[config.mk]
export PLATFORM = sky130hd
export DESIGN_NAME = rmpt_ram
export DESIGN_NICKNAME = d
export VERILOG_FILES = /design/src/rtl/core/rmpt_ram.sv
export SDC_FILE = /design/constraint.sdc
export NUM_CORES = 1
export LEC_CHECK = 0
export ABC_AREA = 0
export BUFFER_PORTS_ARGS = -buffer_cell sky130_fd_sc_hd__buf_2
export CAP_MARGIN = 20
export CORE_ASPECT_RATIO = 0.75
export CORE_MARGIN = 5
export CORE_UTILIZATION = 65
export DETAILED_ROUTE_END_ITERATION = 8
export PLACE_DENSITY = 0.85
export SETUP_SLACK_MARGIN = 0.1
export SYNTH_ARGS = -nofsm -noshare
export SYNTH_HDL_FRONTEND = slang
export SYNTH_SLANG_ARGS = --single-unit
[constraint.sdc]
create_clock -name clk -period 4.45 [get_ports clk]
set_input_delay 0.2225 -clock clk [delete_from_list [all_inputs] [get_ports clk]]
set_output_delay 0.2225 -clock clk [all_outputs]
set_load 0.1 [all_outputs]
[src/rtl/core/rmpt_ram.sv]
// ---------------------------------------------------------------------------
// rmpt_ram
// Generic single-clock RAM: one write port, one read port, registered read.
// ---------------------------------------------------------------------------
module rmpt_ram #(
	parameter int WIDTH = 8,
	parameter int DEPTH = 16,
	localparam int AW = (DEPTH > 1) ? $clog2(DEPTH) : 1
) (
	input  logic             clk,
	input  logic             we,
	input  logic [AW-1:0]    waddr,
	input  logic [WIDTH-1:0] wdata,
	input  logic             re,
	input  logic [AW-1:0]    raddr,
	output logic [WIDTH-1:0] rdata
);

	logic [WIDTH-1:0] mem_q [DEPTH];
	logic [WIDTH-1:0] rdata_q;

	always_ff @(posedge clk) begin
		if (we) begin
			mem_q[waddr] <= wdata;
		end
		if (re) begin
			rdata_q <= mem_q[raddr];
		end
	end

	assign rdata = rdata_q;

endmodule

Word level (Yosys, flattened, before mapping)
Memory sizes are Yosys's and may differ from the RTL's. A register that Yosys moved wholly into a read port is not among the register bits.
Cells that the tools add are included.
W data, S select, Z words.
Word-level totals
  register bits after elaboration: 0
  RAM bits: 128
  input port bits: 19
  output and inout bits: 8
  word-level logic and storage cells: 3
  memories kept: 1
Cells by class
  mux-type cells: 2
Memories
  mem_q: depth 16, width 8, rd ports 1, clocked after Yosys merged registers in 1, wr ports 1, line 19  | logic [WIDTH-1:0] mem_q [DEPTH];
Operator list (count)
  $mux W1: 2

Longest topological paths before layout
Gate-level depths: netlist of run 1.
  depth after elaboration: 2
  depth in mapped cells: 5
  mapped depth without buffers: 3

Least setup slack after synthesis of run 1
Ideal clock, no wire load.
  path type: input-to-reg
  from: in waddr[2]
  to: mem mem_q[0][0] (enable)
  setup time: 383 ps
  arrival: 1332 ps
  required time: 4067 ps
  setup slack: 2735 ps
  stages on the path: 2
  path buffers: 0
  path through: or3b_2 -> nor3_1
RTL lines
  start: declaration: line 12  | input logic [AW-1:0] waddr,
  end: declaration: line 19
Straight into the memory's write port.

==> flow_summary.json, run 1 <==
{
  "ant_nets": 0,
  "fin_nets": 287,
  "met3_usage_pct": 8.702,
  "grt_max_degree": 33,
  "finalPower_mw": 2.868,
  "fp.dieArea_um2": 9954,
  "syn-cell-area_um2": 5228,
  "syn_to_final_growth_pct": 14.03,
  "clk_latency_ns": 0.52,
  "yosysSeqAreaShare_pct": 78.12,
  "diodes": 0,
  "finalSetupTns_ns": 0,
  "ys_seq_elements": 136,
  "powerDensity_nw_per_um2": 481.2,
  "io_buffers": 26,
  "grt_setup_unrepaired": "false",
  "numClockSinks": 136,
  "cts_tree": "yes",
  "grt_pass1_vias": 2491,
  "hpwl_mm": 6.033,
  "synth_edf_count": 136,
  "finalCritPeriodShare_pct": 40.56,
  "rows": 28,
  "start_kind": "input port",
  "yosysWarnings": 0,
  "clk_pin_slew_worst_paths_ns": 0.06,
  "cts_buffers": 17,
  "synth.avg_cell_area_um2": 22.83,
  "yosys-top-cells-count": "edfxtp_1, mux4_2, a22oi_1",
  "p_leak_nw": 1.985,
  "dr.pass1.iters": 5,
  "synth_cell_types": 18,
  "gr-max-usage-layer": "met2",
  "worstSetupStartpoint": "raddr[0]",
  "place_area_um2": 5433,
  "drcViolationCount": 0,
  "holdWs_ns": 0.06074,
  "via_per_inst": 6.275,
  "slew_headroom_pct": 31.88,
  "grt_pass1_wl_mm": 14.97,
  "ir_drop_mv": 0.3650,
  "drv_cap": 0,
  "cp.arrival_ns": 2.06,
  "worst-setup-path-type": "input port to flop",
  "io_pins": 27,
  "finalSetupViolations": 0,
  "crit_fanout": 32,
  "ys.flop_type": "edfxtp_1",
  "r2r-start": "mem_q[12][3]$_DFFE_PP_",
  "holdBufCountCts": 0,
  "antenna_found_initial": 0,
  "drt-wirelength-per-cell_um": 25.75,
  "grtUsageTotal_pct": 22.37,
  "start_util_pct": 66.61,
  "netlist.area_leader.share_pct": 78.12,
  "met2_usage_pct": 34.05,
  "globalplace.congestion": 0.8245,
  "hold_path.startpoint": "re",
  "dieWidth_um": 113.6,
  "maxSlewViolCount": 0,
  "post_cts_buffers": 0,
  "syn-num-nets": 248,
  "die_y_um": 87.67,
  "synth_most_common_cell": "edfxtp_1",
  "yosys-top-cells-area": "edfxtp_1, mux4_2, mux4_1, a22oi_1, nor2_1",
  "first_iter_violations": 235,
  "cp.required_ns": 4.71,
  "min_path_type": "input port to flop",
  "syn_inst": 229,
  "synth_largest_area_cell": "edfxtp_1",
  "cts_resized": 0,
  "outcome": "finished, final reports clean",
  "final_area_um2": 5961,
  "hold_viol": 0,
  "vias": 2422,
  "use_met1_pct": 30.21,
  "end_kind": "flop",
  "cts_buffer_depth": 2,
  "core_area_um2": 7848,
  "async_flop_share_pct": 0,
  "wirelength_mm": 9.939,
  "drive_gt1_share_pct": 27.05,
  "fin_skew_ns": 0.005164,
  "cts-root-buf": "clkbuf_8",
  "fmax_mhz": 554.1,
  "period_needed_ns": 1.805,
  "tightest_slew_ns": 1.022,
  "cts.htree.levels": 4,
  "overflow": 0
}
## kinds of logic (layout without fill, tap and decap cells)
kind of cell | count (synthesis) | in the layout | share of synthesized area [%]
buf+inv | 10 | 62 | 1.651
flops | 136 | 136 | 78.12
simple gates | 35 | 35 | 3.136
mux | 32 | 32 | 14.79
compound gates | 16 | 16 | 2.298
## final timing paths
| check | end | slack [ns] | cells after the start |
|---|---|---|---|
| worst max register to register | rdata[3]$_DFFE_PP_ | 2.90 | 3 |
| worst min register to register | rdata[0]$_DFFE_PP_ | 0.77 | 3 |
| worst min-delay path | rdata[6]$_DFFE_PP_ | 0.06 | 1 |
| worst max-delay path | rdata[3]$_DFFE_PP_ | 2.65 | 4 |
## final cells by class
type / count / area (um2)
fillers: 423 / 1887
flip-flops and latches: 136 / 4084
clock inverters: 13 / 106.4
well taps: 105 / 131.4
multi-input cells: 83 / 1057
repair buffers: 30 / 160.2
clock buffers: 19 / 421.7
## sequential cells by signal (all words and copies together), names as in the netlist
signal	flops
mem_q	128
rdata	8
## critical path, cell delays in order
cell     delay, ns
buf_2         0.76
mux4_1        0.66
a22oi_1       0.29
nand2_1       0.10
## per-layer routing
metal	part of all wire, %	routed length, um	up-vias
met5	0	0	-
li1	-	-	1062
met1	41	4122	1222
met3	8.6	851	13
met2	49	4832	125
met4	1.3	133	0
## placed cells by master (no fill, tap or decap)
cell / n
clkinv_4: 3
mux4_1: 14
nor2_1: 13
clkinv_1: 3
nand2_1: 9
and2_1: 1
clkbuf_16: 16
clkinv_2: 3
nor2b_1: 1
nand3_1: 1
and2b_1: 1
buf_4: 4
nand2b_1: 2
bufinv_16: 1
clkinvlp_4: 2
mux4_2: 18
or3b_2: 1
edfxtp_1: 136
buf_2: 26
inv_6: 1
clkbuf_1: 2
a22oi_1: 16
nor3_1: 4
clkbuf_8: 1
nand3b_1: 2
## report_power, final
| part | leakage (nW) | switching, mW | internal (mW) |
|---|---|---|---|
| sequential | 1.24 | 0.00739 | 1.44 |
| combinational | 0.494 | 0.121 | 0.0506 |
| clock | 0.254 | 0.511 | 0.734 |
## per-stage QoR
stage / cells / setup WS [ns] / utilization, %
floorplan: 229 / 2.735 / -
global placement: 352 / 2.125 / 69.04
detailed placement: 354 / 2.059 / 69.23
CTS: 386 / 2.615 / 75.96
global route: 386 / 2.510 / 75.96
finish: 386 / 2.645 / 75.96
Power figures use the tool's default switching activity.
==> inputs of run 2 (changes only) <==
ABC_AREA = 1   (was 0)
CORE_UTILIZATION = 61   (was 65)
PLACE_DENSITY = 0.8   (was 0.85)
clock period = 1.9 ns   (was 4.45 ns; I/O delays follow)
==> run 2 against run 1 <==
  * Power increased to 2.6 times the previous value
  * Routed wire length increased by 31%
  * Clock power increased to 2.8 times the previous value
  * Non-clock buffer count increased by 14
  * Combinational power increased to 2.9 times the previous value
  * First-iteration DRC count increased to 2.7 times the previous value
  * Sequential share of layout area decreased by 8.1 points
  * Worst setup slack got worse by 2.1 ns
  * Hold slack got worse by 0.030 ns
  * Global-route usage increased by 2.1 points
  * Critical path type is now flop to output pin
  * Critical endpoint is now rdata[0]
  * Highest routed layer unchanged
==> flow_summary.json, run 2 <==
{
  "outcome": "finished, final reports clean",
  "yosysWarnings": 0,
  "diodes": 0,
  "yosys-top-cells-count": "nand2_1, edfxtp_1, inv_1",
  "io_buffers": 26,
  "slew_headroom_pct": 53.94,
  "post_cts_buffers": 0,
  "ant_nets": 0,
  "fin_nets": 609,
  "cts_tree": "yes",
  "yosys-top-cells-area": "edfxtp_1, nand2_1, nand3_1, inv_1, buf_6",
  "start_util_pct": 61.53,
  "ys.flop_type": "edfxtp_1",
  "maxSlewViolCount": 0,
  "finalSetupTns_ns": 0,
  "drcViolationCount": 0,
  "power_switching_mw": 1.594,
  "core_area_um2": 9503,
  "end_kind": "output pin",
  "crit_end": "rdata[0]",
  "layout_commonest_cell": "nand2_1",
  "clk_latency_ns": 0.43,
  "synth_edf_count": 136,
  "rows": 31,
  "pwr-share-clk_pct": 47.2,
  "synth.avg_cell_area_um2": 10.61,
  "p_leak_nw": 2.930,
  "drv_cap": 0,
  "grtUsageTotal_pct": 24.44,
  "syn_inst": 551,
  "grt_setup_unrepaired": "false",
  "critical-path-slowest-cell": "buf_2",
  "cp.depth": 1,
  "fin_skew_ns": 0.01048,
  "syn-num-nets": 570,
  "async_flop_share_pct": 0,
  "via_per_inst": 5.351,
  "grt_pass1_vias": 3623,
  "cts.htree.levels": 4,
  "period_needed_ns": 1.357,
  "syn-cell-area_um2": 5847,
  "first_iter_violations": 637,
  "powerDensity_nw_per_um2": 1095,
  "grt_pass1_wl_mm": 20.28,
  "power.internal_mw": 5.807,
  "switching_share_pct": 21.54,
  "fmax_mhz": 737.0,
  "start_kind": "flop",
  "hold_viol": 0,
  "r2r-start": "mem_q[15][6]$_DFFE_PP_",
  "cts_buffers": 17,
  "ys_seq_elements": 136,
  "critical_path.cell_chain": "buf_2",
  "hpwl_mm": 7.991,
  "synth_cell_types": 11,
  "overflow": 0,
  "comb_power_share_pct": 6.8,
  "fillers": 671,
  "clk_pin_slew_worst_paths_ns": 0.06,
  "wirelength_mm": 13.03,
  "globalplace.congestion": 0.8801,
  "syn_to_final_growth_pct": 15.56,
  "vias": 3933,
  "cp.required_ns": 1.80,
  "numClockSinks": 136,
  "crit_fanout": 1,
  "drt-wirelength-per-cell_um": 17.73,
  "worstSetupStartpoint": "rdata[0]$_DFFE_PP_",
  "cpPeakStageDelay_ns": 0.45,
  "grt_max_degree": 65,
  "reg2regPathDepth": 6,
  "holdWs_ns": 0.03045,
  "dieWidth_um": 123.1,
  "r2r_slack_ns": 0.72,
  "io_pins": 27,
  "seq_power_share_pct": 46.0,
  "finalCritPeriodShare_pct": 71.41,
  "drive_gt1_share_pct": 12.44,
  "cp.arrival_ns": 1.26,
  "yosysSeqAreaShare_pct": 69.85,
  "synth_most_common_cell": "nand2_1",
  "crit_buf_inv": 1,
  "ir_drop_mv": 1.168,
  "tightest_slew_ns": 0.6909,
  "min_path_type": "input port to flop",
  "netlist.area_leader.share_pct": 69.85,
  "synth_largest_area_cell": "edfxtp_1",
  "cts_resized": 0,
  "regMostFlops": "mem_q",
  "antenna_found_initial": 0,
  "largest_register_ffs": 128,
  "final_cell_mix": "nand2_1, edfxtp_1, inv_1",
  "holdBufCountCts": 0,
  "cts_buffer_depth": 2,
  "r2r_end": "rdata[6]$_DFFE_PP_",
  "dr.pass1.iters": 5,
  "cp_top_family": "buffers and inverters",
  "cts-root-buf": "clkbuf_16",
  "worst-setup-path-type": "flop to output pin",
  "finalSetupViolations": 0,
  "fp.dieArea_um2": 11660,
  "die_y_um": 94.79
}
run 2: how the worst min path moves through the flow:
stage / endpoint / slack [ns] / cells past startpoint / from
detailed placement: rdata[7]$_DFFE_PP_ / 0.46 / 1 / re
floorplan: mem_q[0][0]$_DFFE_PP_ / 0.19 / 0 / wdata[0]
global placement: rdata[2]$_DFFE_PP_ / 0.46 / 1 / re
CTS: rdata[2]$_DFFE_PP_ / 0.02 / 1 / re
global route: rdata[2]$_DFFE_PP_ / 0.02 / 1 / re
finish: rdata[2]$_DFFE_PP_ / 0.03 / 1 / re
run 2: power groups by stage:
stage | clock network, mW | registers (mW) | logic, mW
3_3_place_gp | 0 | 3.46 | 0.487
2_1_floorplan | 0 | 3.56 | 0.237
5_1_grt | 3.68 | 3.41 | 0.545
4_1_cts | 3.52 | 3.40 | 0.500
3_5_place_dp | 0 | 3.46 | 0.494
6_report | 3.50 | 3.40 | 0.503
run 2: cell families after synthesis:
kind of cell	after synthesis	share of synthesized area (%)
buffers and inverters	126	9.394
DFF	136	69.85
and+or+nand+nor	289	20.76
run 2: cell type report:
class                      instances  area [um2]  share of cell area [%]
multi-input combinational        289        1214                   17.96
clock inverter                    14       203.9                   3.019
timing repair buffer              44       277.8                   4.111
sequential                       136        4084                   60.44
inverter                         102       382.9                   5.667
tap                              132       165.2                   2.444
clock buffer                      18       429.2                   6.352
run 2: metrics by stage:
stage | area, um2 | util (%) | setup slack [ns] | total power [mW] | std cells
CTS | 6756 | 71.10 | 0.5526 | 7.417 | 735
finish | 6756 | 71.10 | 0.5432 | 7.400 | 735
global placement | 6123 | 64.44 | 0.3594 | 3.948 | 703
detailed placement | 6123 | 64.44 | 0.2756 | 3.957 | 703
global route | 6756 | 71.10 | 0.5164 | 7.636 | 735
floorplan | 5847 | - | 0.8542 | 3.800 | 551
run 2: layer usage:
layer  part of all wire (%)  wire length, um  GRT usage (%)  vias up
li1                       -                -              -     1861
met1                     42             5514          35.95     1816
met2                     44             5744          35.61      240
met3                     13             1631          8.443       16
met4                    1.1              142          5.253        0
met5                      0                0              0        -
==> inputs of run 3 (changes only) <==
ABC_AREA = 0   (was 1)
CORE_UTILIZATION = 60   (was 61)
PLACE_DENSITY = 0.79   (was 0.8)
clock period = 1.3 ns   (was 1.9 ns; I/O delays follow)
==> run 3 against run 2 <==
  * The run now ends with negative setup slack left
  * First-iteration DRC count is 65% lower
  * Via count shrank 35%
  * Clock-buffer cell count grew 2
  * Flip-flop and latch count stayed put
  * Sequential share of layout area increased by 5.5 points
  * Final cell count down 45%
  * Clock skew down 0.00084 ns
  * Routed wire length shrank 18%
  * Critical endpoint is now rdata[2]$_DFFE_PP_
==> flow_summary.json, run 3 (same netlist as run 1, synthesis figures left out) <==
{
  "cpPeakStageDelay_ns": 0.52,
  "dp_slack_ns": -0.3027,
  "overflow": 0,
  "cts-root-buf": "clkbuf_16",
  "regMostFlops": "mem_q",
  "clk_latency_ns": 0.40,
  "period_needed_ns": 1.436,
  "io_pins": 27,
  "powerDensity_nw_per_um2": 1626,
  "fmax_mhz": 696.5,
  "crit_fanout": 1,
  "final_cell_mix": "edfxtp_1, mux4_2, buf_4",
  "diodes": 0,
  "ant_nets": 0,
  "worst-setup-path-type": "flop to flop",
  "ir_drop_mv": 1.343,
  "cp_top_family": "multiplexers",
  "fp.dieArea_um2": 10700,
  "end_kind": "flop",
  "grtUsageTotal_pct": 21.46,
  "grt_pass1_wl_mm": 16.49,
  "hpwl_mm": 6.399,
  "outcome": "finished with violations",
  "dieWidth_um": 117.8,
  "cp.required_ns": 1.45,
  "io_buffers": 26,
  "antenna_found_initial": 0,
  "cts_buffer_depth": 2,
  "grt_max_degree": 24,
  "clk_pin_slew_worst_paths_ns": 0.06,
  "cts_buffers": 17,
  "core_area_um2": 8491,
  "wirelength_mm": 10.71,
  "numClockSinks": 136,
  "fin_nets": 306,
  "dp_cells": 376,
  "dr.pass1.iters": 5,
  "maxSlewViolCount": 0,
  "fin_ws_ns": -0.1357,
  "p_leak_nw": 2.064,
  "rows": 29,
  "layout_commonest_cell": "edfxtp_1",
  "crit_buf_inv": 0,
  "final_cells": 407,
  "grt_setup_unrepaired": "true",
  "globalplace.congestion": 0.7397,
  "die_y_um": 90.84,
  "violations": "negative setup slack",
  "drv_cap": 0,
  "finalCritPeriodShare_pct": 110.4,
  "slew_headroom_pct": 41.99,
  "fin_skew_ns": 0.009642,
  "cts_tree": "yes",
  "drcViolationCount": 0,
  "syn_to_final_growth_pct": 18.38,
  "drt-wirelength-per-cell_um": 26.32,
  "first_iter_violations": 221,
  "cts.htree.levels": 4,
  "start_kind": "flop",
  "min_path_type": "input port to flop",
  "critical-path-slowest-cell": "mux4_2",
  "critical_path.cell_chain": "mux4_2 > a22oi_2 > nand2_1",
  "drive_gt1_share_pct": 39.80,
  "grt_pass1_vias": 2707,
  "finalSetupViolations": 8,
  "tightest_slew_ns": 0.8684,
  "largest_register_ffs": 128,
  "vias": 2551,
  "holdWs_ns": 0.02590,
  "post_cts_buffers": 0,
  "cp.arrival_ns": 1.58,
  "via_per_inst": 6.268,
  "hold_viol": 0,
  "start_util_pct": 61.57
}
run 3: cell types whose count changed in the layout (fill, tap and decap cells not counted), sizes merged, moves of 4 or more:
| cell | previous run | this run |
|---|---|---|
| a22oi | 0 | 16 |
| buf | 44 | 49 |
| inv | 103 | 0 |
| mux4 | 0 | 32 |
| nand2 | 173 | 9 |
| nand3 | 97 | 1 |
| nor2 | 17 | 13 |
| nor3 | 0 | 4 |
run 3: per-layer routing:
| metal | wire (um) | GRT usage, % |
|---|---|---|
| met2 | 5021 | 31.26 |
| met1 | 4537 | 31.22 |
| met3 | 996 | 6.888 |
| met5 | 0 | 0 |
| met4 | 155 | 7.068 |
run 3: final timing paths:
kind | startpoint | end | slack, ns | depth (start not counted)
worst max-delay path | mem_q[15][2]$_DFFE_PP_ | rdata[2]$_DFFE_PP_ | -0.14 | 3
worst min-delay path | re | rdata[1]$_DFFE_PP_ | 0.03 | 1
worst max register to register | mem_q[15][2]$_DFFE_PP_ | rdata[2]$_DFFE_PP_ | -0.14 | 3
worst min register to register | mem_q[8][0]$_DFFE_PP_ | rdata[0]$_DFFE_PP_ | 0.77 | 3
run 3: power by group:
| part | switching (mW) | leakage [nW] | internal, mW |
|---|---|---|---|
| clock network | 1.63 | 0.266 | 2.78 |
| logic | 0.448 | 0.562 | 0.232 |
| registers | 0.0296 | 1.24 | 4.94 |
| total | 2.11 | 2.06 | 7.95 |
run 3: area by class of cell:
cell class | count | area, um2
multi-input combinational | 83 | 1065
sequential | 136 | 4084
fill | 482 | 2302
clock inverter | 11 | 107.6
tap | 108 | 135.1
timing repair buffer | 49 | 360.3
clock buffer | 20 | 436.7
run 3: per-stage QoR:
stage	utilization, %	power, mW	TNS [ns]	cell area, um2
2_1_floorplan	-	5.481	-0.8630	5224
3_3_place_gp	65.71	5.684	-2.754	5579
3_5_place_dp	65.71	5.702	-3.298	5579
4_1_cts	72.71	10.10	-0.9256	6173
5_1_grt	72.89	10.39	-1.187	6188
6_report	72.89	10.06	-0.8102	6188
run 3: worst reg2reg max path: cells and delay by family, from the launching register on:
kind	cells	cell delay, ns
multiplexers	1	0.52
flip-flops	1	0.36
AND/OR/NAND/NOR	1	0.07
AO/OA/AOI/OAI	1	0.24
run 3: what timing repair did:
| action | CTS | global route |
|---|---|---|
| pin swaps | 2 | 0 |
| endpoints found under the setup margin | 16 | 8 |
| resized for setup | 14 | 3 |
| hold buffers | 0 | 0 |
